`src/rtl/quota_lru_eviction_table_defines.svh`:
```
// ----------------------------------------------------------------------------
// Quota LRU eviction table assertion macros
// Shared concurrent assertion forms, clocked on clock and disabled in reset.
// ----------------------------------------------------------------------------
`ifndef QUOTA_LRU_EVICTION_TABLE_DEFINES_SVH
`define QUOTA_LRU_EVICTION_TABLE_DEFINES_SVH

// The condition must hold in the same cycle as the trigger.
`define QLET_ASSERT_NOW(lbl, pre, post, msg) \
   lbl: assert property (@(posedge clock) disable iff (reset) (pre) |-> (post)) \
      else $error(msg);

// The condition must hold in the cycle after the trigger.
`define QLET_ASSERT_NEXT(lbl, pre, post, msg) \
   lbl: assert property (@(posedge clock) disable iff (reset) (pre) |=> (post)) \
      else $error(msg);

`endif

```
`src/rtl/qlet_pkg.sv`:
```
// ----------------------------------------------------------------------------
// Quota LRU eviction table package
// Shared field widths, operation and status codes, types and helpers.
// ----------------------------------------------------------------------------
`timescale 1ns / 1ps

package qlet_pkg;

   localparam int ID_W     = 31;
   localparam int BYTES_W  = 40;
   localparam int QUOTA_W  = 44;
   localparam int STATUS_W = 3;
   localparam int COUNT_W  = 5;
   localparam int STAMP_W  = 64;
   localparam int SIZE_MAX_W = 48;

   localparam logic [ID_W-1:0] ID_MAX = '1;

   typedef enum logic [2:0] {
      KIND_BEGIN  = 3'd0,
      KIND_COMMIT = 3'd1,
      KIND_ABORT  = 3'd2,
      KIND_TOUCH  = 3'd3,
      KIND_TRIM   = 3'd4
   } kind_type;

   localparam logic [STATUS_W-1:0] STAT_OK        = 3'd0;
   localparam logic [STATUS_W-1:0] STAT_NOT_FOUND = 3'd1;
   localparam logic [STATUS_W-1:0] STAT_NO_ROOM   = 3'd2;
   localparam logic [STATUS_W-1:0] STAT_FULL      = 3'd3;
   localparam logic [STATUS_W-1:0] STAT_IDS_OUT   = 3'd4;

   localparam logic CSR_QUOTA    = 1'b0;
   localparam logic CSR_FIRST_ID = 1'b1;

   typedef enum logic [2:0] {
      S_IDLE,
      S_DISPATCH,
      S_TRIM_CHECK,
      S_SCAN,
      S_EVICT,
      S_ALLOC,
      S_STATUS
   } state_type;

   // Classified operation handed from the front end to the engine.
   typedef struct packed {
      kind_type               kind;
      logic [ID_W-1:0]        sid;
      logic [BYTES_W-1:0]     reserve;
      logic [SIZE_MAX_W-1:0]  size;
   } op_type;

   typedef struct packed {
      logic                   is_eviction;
      logic [ID_W-1:0]        result_id;
      logic [BYTES_W-1:0]     entry_bytes;
      logic [STATUS_W-1:0]    status;
      logic [QUOTA_W-1:0]     total_bytes;
      logic [COUNT_W-1:0]     entry_count;
      logic                   stuck_pinned;
      logic                   last;
   } rsp_type;

   function automatic logic [QUOTA_W-1:0] sat_total(input logic [63:0] v);
      logic [63:0] lim;
      lim = {{(64-QUOTA_W){1'b0}}, {QUOTA_W{1'b1}}};
      return (v > lim) ? lim[QUOTA_W-1:0] : v[QUOTA_W-1:0];
   endfunction

   function automatic logic [COUNT_W-1:0] sat_count(input logic [7:0] c);
      logic [7:0] lim;
      lim = {{(8-COUNT_W){1'b0}}, {COUNT_W{1'b1}}};
      return (c > lim) ? lim[COUNT_W-1:0] : c[COUNT_W-1:0];
   endfunction

endpackage

```
`src/rtl/qlet_front.sv`:
```
// ----------------------------------------------------------------------------
// Quota LRU eviction table front end
// Accepts request words, decodes the kind, clamps the size and queues them.
// ----------------------------------------------------------------------------
`timescale 1ns / 1ps

module qlet_front #(
   parameter int SIZE_BITS = 40
) (
   input  logic                        clock,
   input  logic                        reset,
   input  logic                        req_valid,
   output logic                        req_ready,
   input  logic [2:0]                  req_kind,
   input  logic [qlet_pkg::ID_W-1:0]   req_sid,
   input  logic [qlet_pkg::BYTES_W-1:0] req_reserve,
   input  logic [qlet_pkg::BYTES_W-1:0] req_size,
   output logic                        op_valid,
   input  logic                        op_ready,
   output qlet_pkg::op_type            op
);
   import qlet_pkg::*;

   localparam logic [SIZE_MAX_W-1:0] SIZE_LIM = {SIZE_MAX_W{1'b1}} >> (SIZE_MAX_W - SIZE_BITS);

   op_type       fifo_ff [2];
   op_type       fifo_in [2];
   logic         wr_ptr_ff, wr_ptr_in;
   logic         rd_ptr_ff, rd_ptr_in;
   logic [1:0]   fill_ff, fill_in;
   op_type       entry;
   logic [SIZE_MAX_W-1:0] size_wide;
   logic         push, pop;

   assign size_wide = SIZE_MAX_W'(req_size);

   always_comb begin
      entry.kind    = kind_type'(req_kind);
      entry.sid     = req_sid;
      entry.reserve = req_reserve;
      entry.size    = (size_wide > SIZE_LIM) ? SIZE_LIM : size_wide;
   end

   assign req_ready = (fill_ff != 2'd2);
   assign op_valid  = (fill_ff != 2'd0);
   assign op        = fifo_ff[rd_ptr_ff];
   assign push      = req_valid && req_ready;
   assign pop       = op_valid && op_ready;

   always_comb begin
      fifo_in   = fifo_ff;
      wr_ptr_in = wr_ptr_ff;
      rd_ptr_in = rd_ptr_ff;
      fill_in   = fill_ff;
      if (push) begin
         fifo_in[wr_ptr_ff] = entry;
         wr_ptr_in = ~wr_ptr_ff;
      end
      if (pop) begin
         rd_ptr_in = ~rd_ptr_ff;
      end
      if (push && !pop) begin
         fill_in = fill_ff + 2'd1;
      end else if (pop && !push) begin
         fill_in = fill_ff - 2'd1;
      end
   end

   always_ff @(posedge clock) begin
      if (reset) begin
         wr_ptr_ff <= 1'b0;
         rd_ptr_ff <= 1'b0;
         fill_ff   <= 2'd0;
      end else begin
         wr_ptr_ff <= wr_ptr_in;
         rd_ptr_ff <= rd_ptr_in;
         fill_ff   <= fill_in;
      end
   end

   always_ff @(posedge clock) begin
      fifo_ff <= fifo_in;
   end

endmodule

```
`config.mk`:
```
export PLATFORM = sky130hd
export DESIGN_NAME = qlet_front
export DESIGN_NICKNAME = d
export VERILOG_FILES = /design/src/rtl/quota_lru_eviction_table_defines.svh /design/src/rtl/qlet_pkg.sv /design/src/rtl/qlet_front.sv
export SDC_FILE = /design/constraint.sdc
export NUM_CORES = 1
export LEC_CHECK = 0
export BUFFER_PORTS_ARGS = -buffer_cell sky130_fd_sc_hd__buf_2
export CAP_MARGIN = 30
export CORE_AREA = 10 10 170 172
export CTS_CLUSTER_SIZE = 8
export DETAILED_ROUTE_END_ITERATION = 16
export DIE_AREA = 0 0 180 182
export SYNTH_ARGS = -nofsm -noshare
export SYNTH_HDL_FRONTEND = slang
export SYNTH_SLANG_ARGS = --single-unit
```
`constraint.sdc`:
```
create_clock -name clock -period 4.14 [get_ports clock]
set_clock_uncertainty 0.05 [all_clocks]
set_input_delay 0.828 -clock clock [delete_from_list [all_inputs] [get_ports clock]]
set_output_delay 0.828 -clock clock [all_outputs]
set_load 0.05 [all_outputs]
```
==> impl_metrics.yaml, run 1 <==
layout:
  layout.nets: 768
  syn2layout_area_growth_pct: 27.1
  stdcell_area_sq_um: 11200
  layout.filler_cells: 2241
  post_route_cells_drive_above_1_share_pct: 59.3
placed_design:
  half_perimeter_wire_length_after_detailed_placement_microns: 13100
  dpl-instance-area_sq_um: 10200
  gp_congestion: 0.737
  io_buffer_count: 233
floorplan:
  row_count: 59
  die_height_microns: 182
  die_area_sq_um: 32800
  floorplan.core_area_sq_um: 25600
  chipWidth_microns: 180
  pin_count: 242
  start_util_pct: 34.5
cts:
  ctsResizeCount: 0
  cts_post_setup_buffers_inserted: 0
  cts_tree: "done"
  clk_root_buffer_cell: "sky130_fd_sc_hd__clkbuf_16"
  htree_levels: 2
  clock_sink_count: 232
  clk-insertion-delay-late_ps: 490
  cts.hold.buffers_added: 0
  clock_transition_at_the_register_clock_pins_on_the_worst_setup_and_hold_paths_after_cts_ps: 50
  tritoncts.num_buffers: 34
  cts_buffer_depth: 3
route:
  avgViaCountPerCell: 4.39
  drc: 0
  firstDrtPassIters: 4
  routed-via-count: 4426
  routed_wl_microns: 18900
  drtAntennaViolNets: 0
  wl_per_cell_microns: 18.7
  drt-initial-drc-count: 240
sta:
  slew_headroom_pct: 48.1
  setup_repair_after_global_routing_missed_its_margin: "no"
  finalHoldViolCount: 0
  min_period_over_period_pct: 74.3
  fin_hold_ws_ps: 476
  fmax_mhz: 325
  maxSlewViolCount: 0
  timing.final.setup_violations: 0
  worst_slew_pin_slew_ps: 778
  fin_tns_setup_ps: 0
  finalCriticalPeriod_ps: 3080
synth:
  synth_largest_area_cell: "sky130_fd_sc_hd__edfxtp_1"
  synth.distinct_cells: 22
  yosysTopAreaCellShare_pct: 77.5
  dominantRegCellSynth: "sky130_fd_sc_hd__edfxtp_1"
  average_cell_area_after_synthesis_sq_um: 20.8
  synth-async-reset-ratio_pct: 0
  yosysWarningCount: 0
  synthCells: 426
  synth-edff-count: 228
  post_synthesis_sequential_area_ratio_pct: 78.4
  synth.area.top_cells: "sky130_fd_sc_hd__edfxtp_1 (77%), sky130_fd_sc_hd__mux2_4 (8.5%), sky130_fd_sc_hd__mux2_2 (8.2%), sky130_fd_sc_hd__clkbuf_1 (1.7%), sky130_fd_sc_hd__dfxtp_1 (0.91%)"
  syn-cell-area_sq_um: 8840
  postSynthRegisterBits: 232
grt:
  grt_pass1_vias: 4903
  antenna_violations_before_repair: 4
  global_route_wire_length_before_repair_microns: 28700
  grtUsageTotal_pct: 11.1
  maximum_number_of_pins_on_one_net_before_global_route_repair: 57
  grt_overflow: 0
worst_setup_path:
  cp.required_ps: 3260
  critPathCaptureType: "output pin"
  critPathKind: "reg -> out"
  worstSetupStartpointType: "flop"
  critical_path_arrival_ps: 2200
  crit_fanout: 56
pwr:
  combinational_share_of_power_pct: 32.7
  leakage_nw: 4.28
  pwr-share-clk_pct: 30.6
  netSwitchingFraction_pct: 35.6
  ir_worst_vdd_mv: 0.478
  internal_power_mw: 5.36
  pwr-share-seq_pct: 36.7
  power.switching_mw: 2.96
  power_density_nw_per_um2: 741
outcome:
  outcome: "completed"
worst_hold_path:
  min-delay-path-class: "in -> reg"
run:
  cap_viol_max_count: 0
path summary, 6_finish.rpt:
path | slack (ps) | cells past startpoint | to | start
worst max-delay path | 1060 | 3 | op[95] | rd_ptr_ff$_SDFFE_PP0P_
worst min-delay path | 480 | 1 | fifo_ff[3]$_DFFE_PP_ | req_size[3]
worst max register to register | 1880 | 3 | fifo_ff[36]$_DFFE_PP_ | fill_ff[0]$_SDFFE_PP0P_
worst min register to register | 480 | 2 | fill_ff[1]$_SDFFE_PP0P_ | fill_ff[1]$_SDFFE_PP0P_
routing by layer:
metal	global-route usage, %	share of wire (%)	routed length, microns	vias up
met4	4.10	2.6	493	0
met3	4.89	8.8	1660	43
li1	-	-	-	2046
met5	0	0	0	-
met1	12.0	39	7290	2164
met2	18.9	50	9430	173
state kept, by name (all words and copies together), names as in the netlist:
register,flops
rd_ptr_ff,1
wr_ptr_ff,1
fifo_ff,228
fill_ff,2
layout by cell type (no fill, tap or decap):
cell,count
sky130_fd_sc_hd__and3_4,1
sky130_fd_sc_hd__clkbuf_16,37
sky130_fd_sc_hd__clkbuf_1,19
sky130_fd_sc_hd__a21bo_2,1
sky130_fd_sc_hd__nand2b_1,1
sky130_fd_sc_hd__buf_12,2
sky130_fd_sc_hd__mux2_2,64
sky130_fd_sc_hd__xor2_1,3
sky130_fd_sc_hd__or2_2,1
sky130_fd_sc_hd__dfxtp_1,3
sky130_fd_sc_hd__buf_2,233
sky130_fd_sc_hd__buf_4,6
sky130_fd_sc_hd__o21ai_0,2
sky130_fd_sc_hd__nor2_1,2
sky130_fd_sc_hd__dfxtp_4,1
sky130_fd_sc_hd__ha_1,1
sky130_fd_sc_hd__or3_1,1
sky130_fd_sc_hd__nand3b_1,1
sky130_fd_sc_hd__mux2_4,50
sky130_fd_sc_hd__conb_1,8
sky130_fd_sc_hd__a21oi_1,2
sky130_fd_sc_hd__inv_4,1
sky130_fd_sc_hd__and2_1,1
sky130_fd_sc_hd__diode_2,4
sky130_fd_sc_hd__edfxtp_1,228
cells in the mapped netlist, types with 2 or more instances:
master	instances
sky130_fd_sc_hd__edfxtp_1	228
sky130_fd_sc_hd__mux2_4	50
sky130_fd_sc_hd__nor2_1	2
sky130_fd_sc_hd__xor2_1	3
sky130_fd_sc_hd__buf_6	7
sky130_fd_sc_hd__clkbuf_1	40
sky130_fd_sc_hd__o21ai_0	2
sky130_fd_sc_hd__dfxtp_1	4
sky130_fd_sc_hd__a21oi_1	2
sky130_fd_sc_hd__buf_2	6
sky130_fd_sc_hd__mux2_2	64
sky130_fd_sc_hd__buf_4	8
power by group through the flow:
| stage | sequential, mW | combinational (mW) | clock, mW |
|---|---|---|---|
| after floorplan | 3.05 | 2.26 | 0 |
| final | 3.06 | 2.72 | 2.55 |
| after detailed placement | 3.11 | 2.76 | 0 |
| after CTS | 3.07 | 2.77 | 2.63 |
| after global routing | 3.09 | 2.86 | 2.72 |
| after global placement | 3.09 | 2.73 | 0 |
worst max-delay path, cell delays in order, from the launching register on:
cell,delay [ps]
sky130_fd_sc_hd__dfxtp_4,650
sky130_fd_sc_hd__buf_12,350
sky130_fd_sc_hd__mux2_2,390
sky130_fd_sc_hd__buf_2,220
cells by family (layout without fill, tap and decap cells):
logic type      count (synthesis)  after routing  synth area share [%]
flops                         232            232                  78.4
mux                           114            114                  16.6
buf+inv                        62            298                  3.65
simple gates                    8              8                 0.524
compound gates                  5              5                 0.340
xor+xnor                        3              3                 0.297
fa+ha+maj                       1              1                 0.142
other cells                     1             12                0.0424
per-stage QoR:
step	setup WS, ps	util [%]	power (mW)	cells
detailed placement	1510	39.9	5.87	948
CTS	1010	43.8	8.47	1004
finish	1060	43.9	8.33	1008
floorplan	357	-	5.31	433
global route	934	43.8	8.67	1006
global placement	1560	39.9	5.82	948
cell type report:
| cell class | count | area, sq um | share of cell area (%) |
|---|---|---|---|
| diodes | 4 | 10.0 | 0.0891 |
| clock buffers | 56 | 997 | 8.88 |
| inverters | 1 | 6.26 | 0.0557 |
| multi-input cells | 139 | 1620 | 14.4 |
| flip-flops and latches | 232 | 6930 | 61.7 |
| well taps | 335 | 419 | 3.73 |
| repair buffers | 241 | 1250 | 11.1 |
No activity file was read; power rests on OpenSTA's default activity.
==> inputs of run 2 (changes only) <==
Clock period 4.14 ns to 2.77 ns, I/O delays scaled along.
==> impl_metrics.yaml, run 2 (synthesis results as in run 1) <==
pwr:
  ir_worst_vdd_mv: 0.598
  leakage_nw: 4.25
  power_density_nw_per_um2: 1100
floorplan:
  pin_count: 242
  die_height_microns: 182
  die_area_sq_um: 32800
  floorplan.core_area_sq_um: 25600
  row_count: 59
  start_util_pct: 34.5
  chipWidth_microns: 180
sta:
  fin_hold_ws_ps: 208
  maxSlewViolCount: 0
  finalCriticalPeriod_ps: 2570
  min_period_over_period_pct: 92.8
  setup_repair_after_global_routing_missed_its_margin: "no"
  fin_tns_setup_ps: 0
  finalHoldViolCount: 0
  fmax_mhz: 389
  timing.final.setup_violations: 0
  worst_slew_pin_slew_ps: 682
  worst_slack_ps: 200
  slew_headroom_pct: 54.5
worst_setup_path:
  critical_path_arrival_ps: 1970
  critPathCaptureType: "output pin"
  setup.reg_to_reg.worst_slack_ps: 970
  r2r_end: "fifo_ff[197]$_DFFE_PP_"
  worstSetupStartpointType: "flop"
  timing.reg2reg.worst_path_depth: 4
  crit_fanout: 59
  cp.required_ps: 2170
  crit-reg2reg-launch: "fill_ff[0]$_SDFFE_PP0P_"
  critPathKind: "reg -> out"
  critPathLaunch: "rd_ptr_ff$_SDFFE_PP0P_"
cts:
  cts.hold.buffers_added: 0
  clock_sink_count: 232
  cts_tree: "done"
  clk_root_buffer_cell: "sky130_fd_sc_hd__clkbuf_16"
  cts_buffer_depth: 3
  clock_transition_at_the_register_clock_pins_on_the_worst_setup_and_hold_paths_after_cts_ps: 50
  ctsResizeCount: 0
  clk-insertion-delay-late_ps: 480
  cts_post_setup_buffers_inserted: 0
  tritoncts.num_buffers: 35
  htree_levels: 2
outcome:
  outcome: "completed"
route:
  firstDrtPassIters: 4
  drtAntennaViolNets: 0
  drc: 0
  avgViaCountPerCell: 4.40
  drt-initial-drc-count: 219
  routed-via-count: 4353
  wl_per_cell_microns: 18.5
  routed_wl_microns: 18300
placed_design:
  gp_congestion: 0.727
  half_perimeter_wire_length_after_detailed_placement_microns: 12300
  cell_count_after_placement: 944
  pre_cts_ws_ps: 691
  io_buffer_count: 233
grt:
  global_route_wire_length_before_repair_microns: 28200
  grt_pass1_vias: 4932
  grtUsageTotal_pct: 10.8
  grt_overflow: 0
  antenna_violations_before_repair: 2
  maximum_number_of_pins_on_one_net_before_global_route_repair: 115
layout:
  largest_register_ff_count: 228
  top_register_by_number_of_flip_flops: "fifo_ff"
  biggestRegsByFlops: "fifo_ff x228, fill_ff x2"
  final_common_cell: "sky130_fd_sc_hd__buf_2"
  most-common-layout-cells: "sky130_fd_sc_hd__buf_2 (233), sky130_fd_sc_hd__edfxtp_1 (228), sky130_fd_sc_hd__mux2_2 (64)"
  post_route_cells_drive_above_1_share_pct: 60.6
  post_layout_nonfiller_instances: 989
  layout.nets: 765
  antenna_cells_inserted: 0
  postLayoutCoreUtil_pct: 43.7
  syn2layout_area_growth_pct: 26.6
worst_hold_path:
  whs_endpoint: "fifo_ff[134]$_DFFE_PP_"
  worstHoldStart: "req_size[12]"
  min-delay-path-class: "in -> reg"
  whs_path_depth: 1
run:
  cap_viol_max_count: 0
## run 2: worst max-delay path, cell delays in order (launching register included)
cell and delay [ps]:
sky130_fd_sc_hd__dfxtp_4 480, sky130_fd_sc_hd__buf_12 310, sky130_fd_sc_hd__mux2_2 400, sky130_fd_sc_hd__buf_2 210
## run 2: area by class of cell
type	count	area, sq um
Tap cell	335	419
Clock buffer	44	952
Timing Repair Buffer	237	1250
Sequential cell	232	6930
Clock inverter	1	8.76
Multi-Input combinational cell	139	1630
Fill cell	2263	14400
Inverter	1	7.51
## run 2: metal layers
layer	up-vias	track usage (%)	part of all wire, %
met5	-	0	0.088
met4	4	3.31	2.0
met3	38	4.87	8.8
met2	172	18.0	49
met1	2112	12.2	40
li1	2027	-	-
## run 2: stage by stage
stage	area (sq um)	power [mW]
after floorplan	8880	7.94
after global placement	10200	8.72
after detailed placement	10200	8.78
after CTS	11200	12.5
after global routing	11200	12.9
final	11200	12.3
## run 2: how the worst max path moves through the flow
stage                             endpoint  slack (ps)  cells past startpoint
CTS                                op[106]         170                      3
global route                       op[102]         110                      3
floorplan           fifo_ff[122]$_DFFE_PP_         -90                      3
detailed placement                  op[14]         690                      3
finish                             op[116]         200                      3
global placement                   op[116]         710                      3
## run 2: where the power goes
part	total, mW	internal [mW]	switching (mW)	leakage, nW
Sequential	4.54	4.40	0.139	2.16
Combinational	4.10	1.21	2.90	1.62
Clock	3.68	2.36	1.32	0.468
==> inputs of run 3 (changes only) <==
Settings changed: ABC_AREA set to 1.
==> impl_metrics.yaml, run 3 <==
floorplan:
  chipWidth_microns: 180
  die_height_microns: 182
  floorplan.core_area_sq_um: 25600
  die_area_sq_um: 32800
  row_count: 59
  start_util_pct: 34.1
  pin_count: 242
cts:
  cts_tree: "done"
  htree_levels: 2
  clock_sink_count: 232
  clk_root_buffer_cell: "sky130_fd_sc_hd__clkbuf_16"
  ctsResizeCount: 0
  tritoncts.num_buffers: 35
  cts.hold.buffers_added: 0
  clock_transition_at_the_register_clock_pins_on_the_worst_setup_and_hold_paths_after_cts_ps: 50
  cts_post_setup_buffers_inserted: 0
  cts_buffer_depth: 3
  clk-insertion-delay-late_ps: 500
synth:
  average_cell_area_after_synthesis_sq_um: 12.9
  yosysWarningCount: 0
  yosysTopAreaCellShare_pct: 78.3
  dominantRegCellSynth: "sky130_fd_sc_hd__edfxtp_1"
  netlist_top_cells_count: "sky130_fd_sc_hd__nand2_1 (351), sky130_fd_sc_hd__edfxtp_1 (228), sky130_fd_sc_hd__clkbuf_1 (40)"
  post_synthesis_sequential_area_ratio_pct: 79.2
  syn-cell-area_sq_um: 8740
  synth_largest_area_cell: "sky130_fd_sc_hd__edfxtp_1"
  synth-async-reset-ratio_pct: 0
  synth-edff-count: 228
  postSynthRegisterBits: 232
  synthCells: 679
  synth.area.top_cells: "sky130_fd_sc_hd__edfxtp_1 (78%), sky130_fd_sc_hd__nand2_1 (15%), sky130_fd_sc_hd__clkbuf_1 (1.7%), sky130_fd_sc_hd__buf_4 (1.3%), sky130_fd_sc_hd__dfxtp_1 (0.92%)"
  most_frequently_used_cell_type_in_the_post_synthesis_netlist: "sky130_fd_sc_hd__nand2_1"
  synth.distinct_cells: 16
route:
  routed_wl_microns: 20600
  avgViaCountPerCell: 4.29
  wl_per_cell_microns: 16.4
  routed-via-count: 5379
  firstDrtPassIters: 4
  drt-initial-drc-count: 231
  drc: 0
  drtAntennaViolNets: 0
worst_setup_path:
  critical_path_arrival_ps: 1850
  worstSetupStartpointType: "flop"
  timing.reg2reg.worst_path_depth: 5
  critPathKind: "reg -> out"
  crit_fanout: 60
  critPathCaptureType: "output pin"
  crit-reg2reg-launch: "fill_ff[0]$_SDFFE_PP0P_"
  cp.required_ps: 2170
  r2r_end: "fifo_ff[154]$_DFFE_PP_"
  setup.reg_to_reg.worst_slack_ps: 1030
sta:
  finalCriticalPeriod_ps: 2460
  fin_tns_setup_ps: 0
  fin_hold_ws_ps: 191
  fmax_mhz: 407
  slew_headroom_pct: 55.3
  setup_repair_after_global_routing_missed_its_margin: "no"
  timing.final.setup_violations: 0
  min_period_over_period_pct: 88.8
  finalHoldViolCount: 0
  maxSlewViolCount: 0
  worst_slew_pin_slew_ps: 669
layout:
  top_register_by_number_of_flip_flops: "fifo_ff"
  most-common-layout-cells: "sky130_fd_sc_hd__nand2_1 (349), sky130_fd_sc_hd__buf_2 (233), sky130_fd_sc_hd__edfxtp_1 (228)"
  syn2layout_area_growth_pct: 28.9
  multi_input_comb_area_sq_um: 1460
  biggestRegsByFlops: "fifo_ff x228, fill_ff x2"
  largest_register_ff_count: 228
  final_common_cell: "sky130_fd_sc_hd__nand2_1"
  layout.filler_cells: 2328
  post_route_cells_drive_above_1_share_pct: 32.7
  layout.nets: 1021
  sequential_cell_area_sq_um: 6930
grt:
  global_route_wire_length_before_repair_microns: 31700
  grt_pass1_vias: 5672
  grt_overflow: 0
  grtUsageTotal_pct: 12.1
  maximum_number_of_pins_on_one_net_before_global_route_repair: 61
  antenna_violations_before_repair: 11
worst_hold_path:
  worstHoldStart: "reset"
  whs_endpoint: "rd_ptr_ff$_SDFFE_PP0P_"
  min-delay-path-class: "in -> reg"
  whs_path_depth: 2
placed_design:
  io_buffer_count: 233
  gp_congestion: 0.759
  half_perimeter_wire_length_after_detailed_placement_microns: 14000
pwr:
  leakage_nw: 4.79
  power_density_nw_per_um2: 1130
  ir_worst_vdd_mv: 0.661
run:
  cap_viol_max_count: 0
outcome:
  outcome: "completed"
run 3: cell count changes after synthesis, sizes merged, moves of 3 or more:
cell / previous run / this run
buf: 21 / 33
xor2: 3 / 0
nor2: 2 / 5
inv: 1 / 9
nand2: 0 / 351
mux2: 114 / 0
run 3: stage by stage:
| step | cells | instance area, sq um | setup WS, ps | power (mW) | util (%) |
|---|---|---|---|---|---|
| after CTS | 1249 | 11300 | 242 | 12.9 | 43.9 |
| final | 1255 | 11300 | 311 | 12.7 | 44.0 |
| after global placement | 1200 | 10300 | 767 | 9.12 | 40.1 |
| after floorplan | 686 | 8820 | 6.65 | 7.92 | - |
| after detailed placement | 1200 | 10300 | 777 | 9.15 | 40.1 |
| after global routing | 1253 | 11300 | 158 | 13.3 | 44.0 |
run 3: cells by family after synthesis:
family	Yosys count	share of synthesized area, %
other cells	1	0.0429
buf+inv	82	4.88
flops	232	79.2
simple gates	359	15.5
compound gates	4	0.229
fa+ha+maj	1	0.143
run 3: critical path: stages, from the launching register on:
cell	delay, ps
sky130_fd_sc_hd__dfxtp_4	460
sky130_fd_sc_hd__inv_4	120
sky130_fd_sc_hd__buf_12	240
sky130_fd_sc_hd__nand2_1	90
sky130_fd_sc_hd__nand2_1	100
sky130_fd_sc_hd__buf_2	270
run 3: cell type report:
| type | instances | share of cell area (%) |
|---|---|---|
| multi-input combinational | 372 | 13.0 |
| sequential | 232 | 61.5 |
| clock inverter | 4 | 0.322 |
| antenna | 6 | 0.133 |
| timing repair buffer | 252 | 12.7 |
| tap | 335 | 3.72 |
| clock buffer | 45 | 8.29 |
| inverter | 9 | 0.322 |
run 3: worst max path at each step:
stage	startpoint	end
finish	rd_ptr_ff$_SDFFE_PP0P_	op[3]
global route	rd_ptr_ff$_SDFFE_PP0P_	op[97]
CTS	rd_ptr_ff$_SDFFE_PP0P_	op[53]
detailed placement	req_valid	fifo_ff[161]$_DFFE_PP_
global placement	req_valid	fifo_ff[185]$_DFFE_PP_
floorplan	req_valid	fifo_ff[0]$_DFFE_PP_
run 3: metal layers:
layer  track usage [%]  part of all wire, %
met5                 0                 0.17
met4              4.27                  2.1
met3              6.44                   11
met2              19.7                   48
met1              13.3                   39
run 3: power breakdown:
group | internal, mW | leakage (nW) | switching (mW)
sequential | 4.45 | 2.16 | 0.156
combinational | 0.915 | 2.16 | 3.48
clock | 2.33 | 0.467 | 1.37
total | 7.69 | 4.79 | 5.01
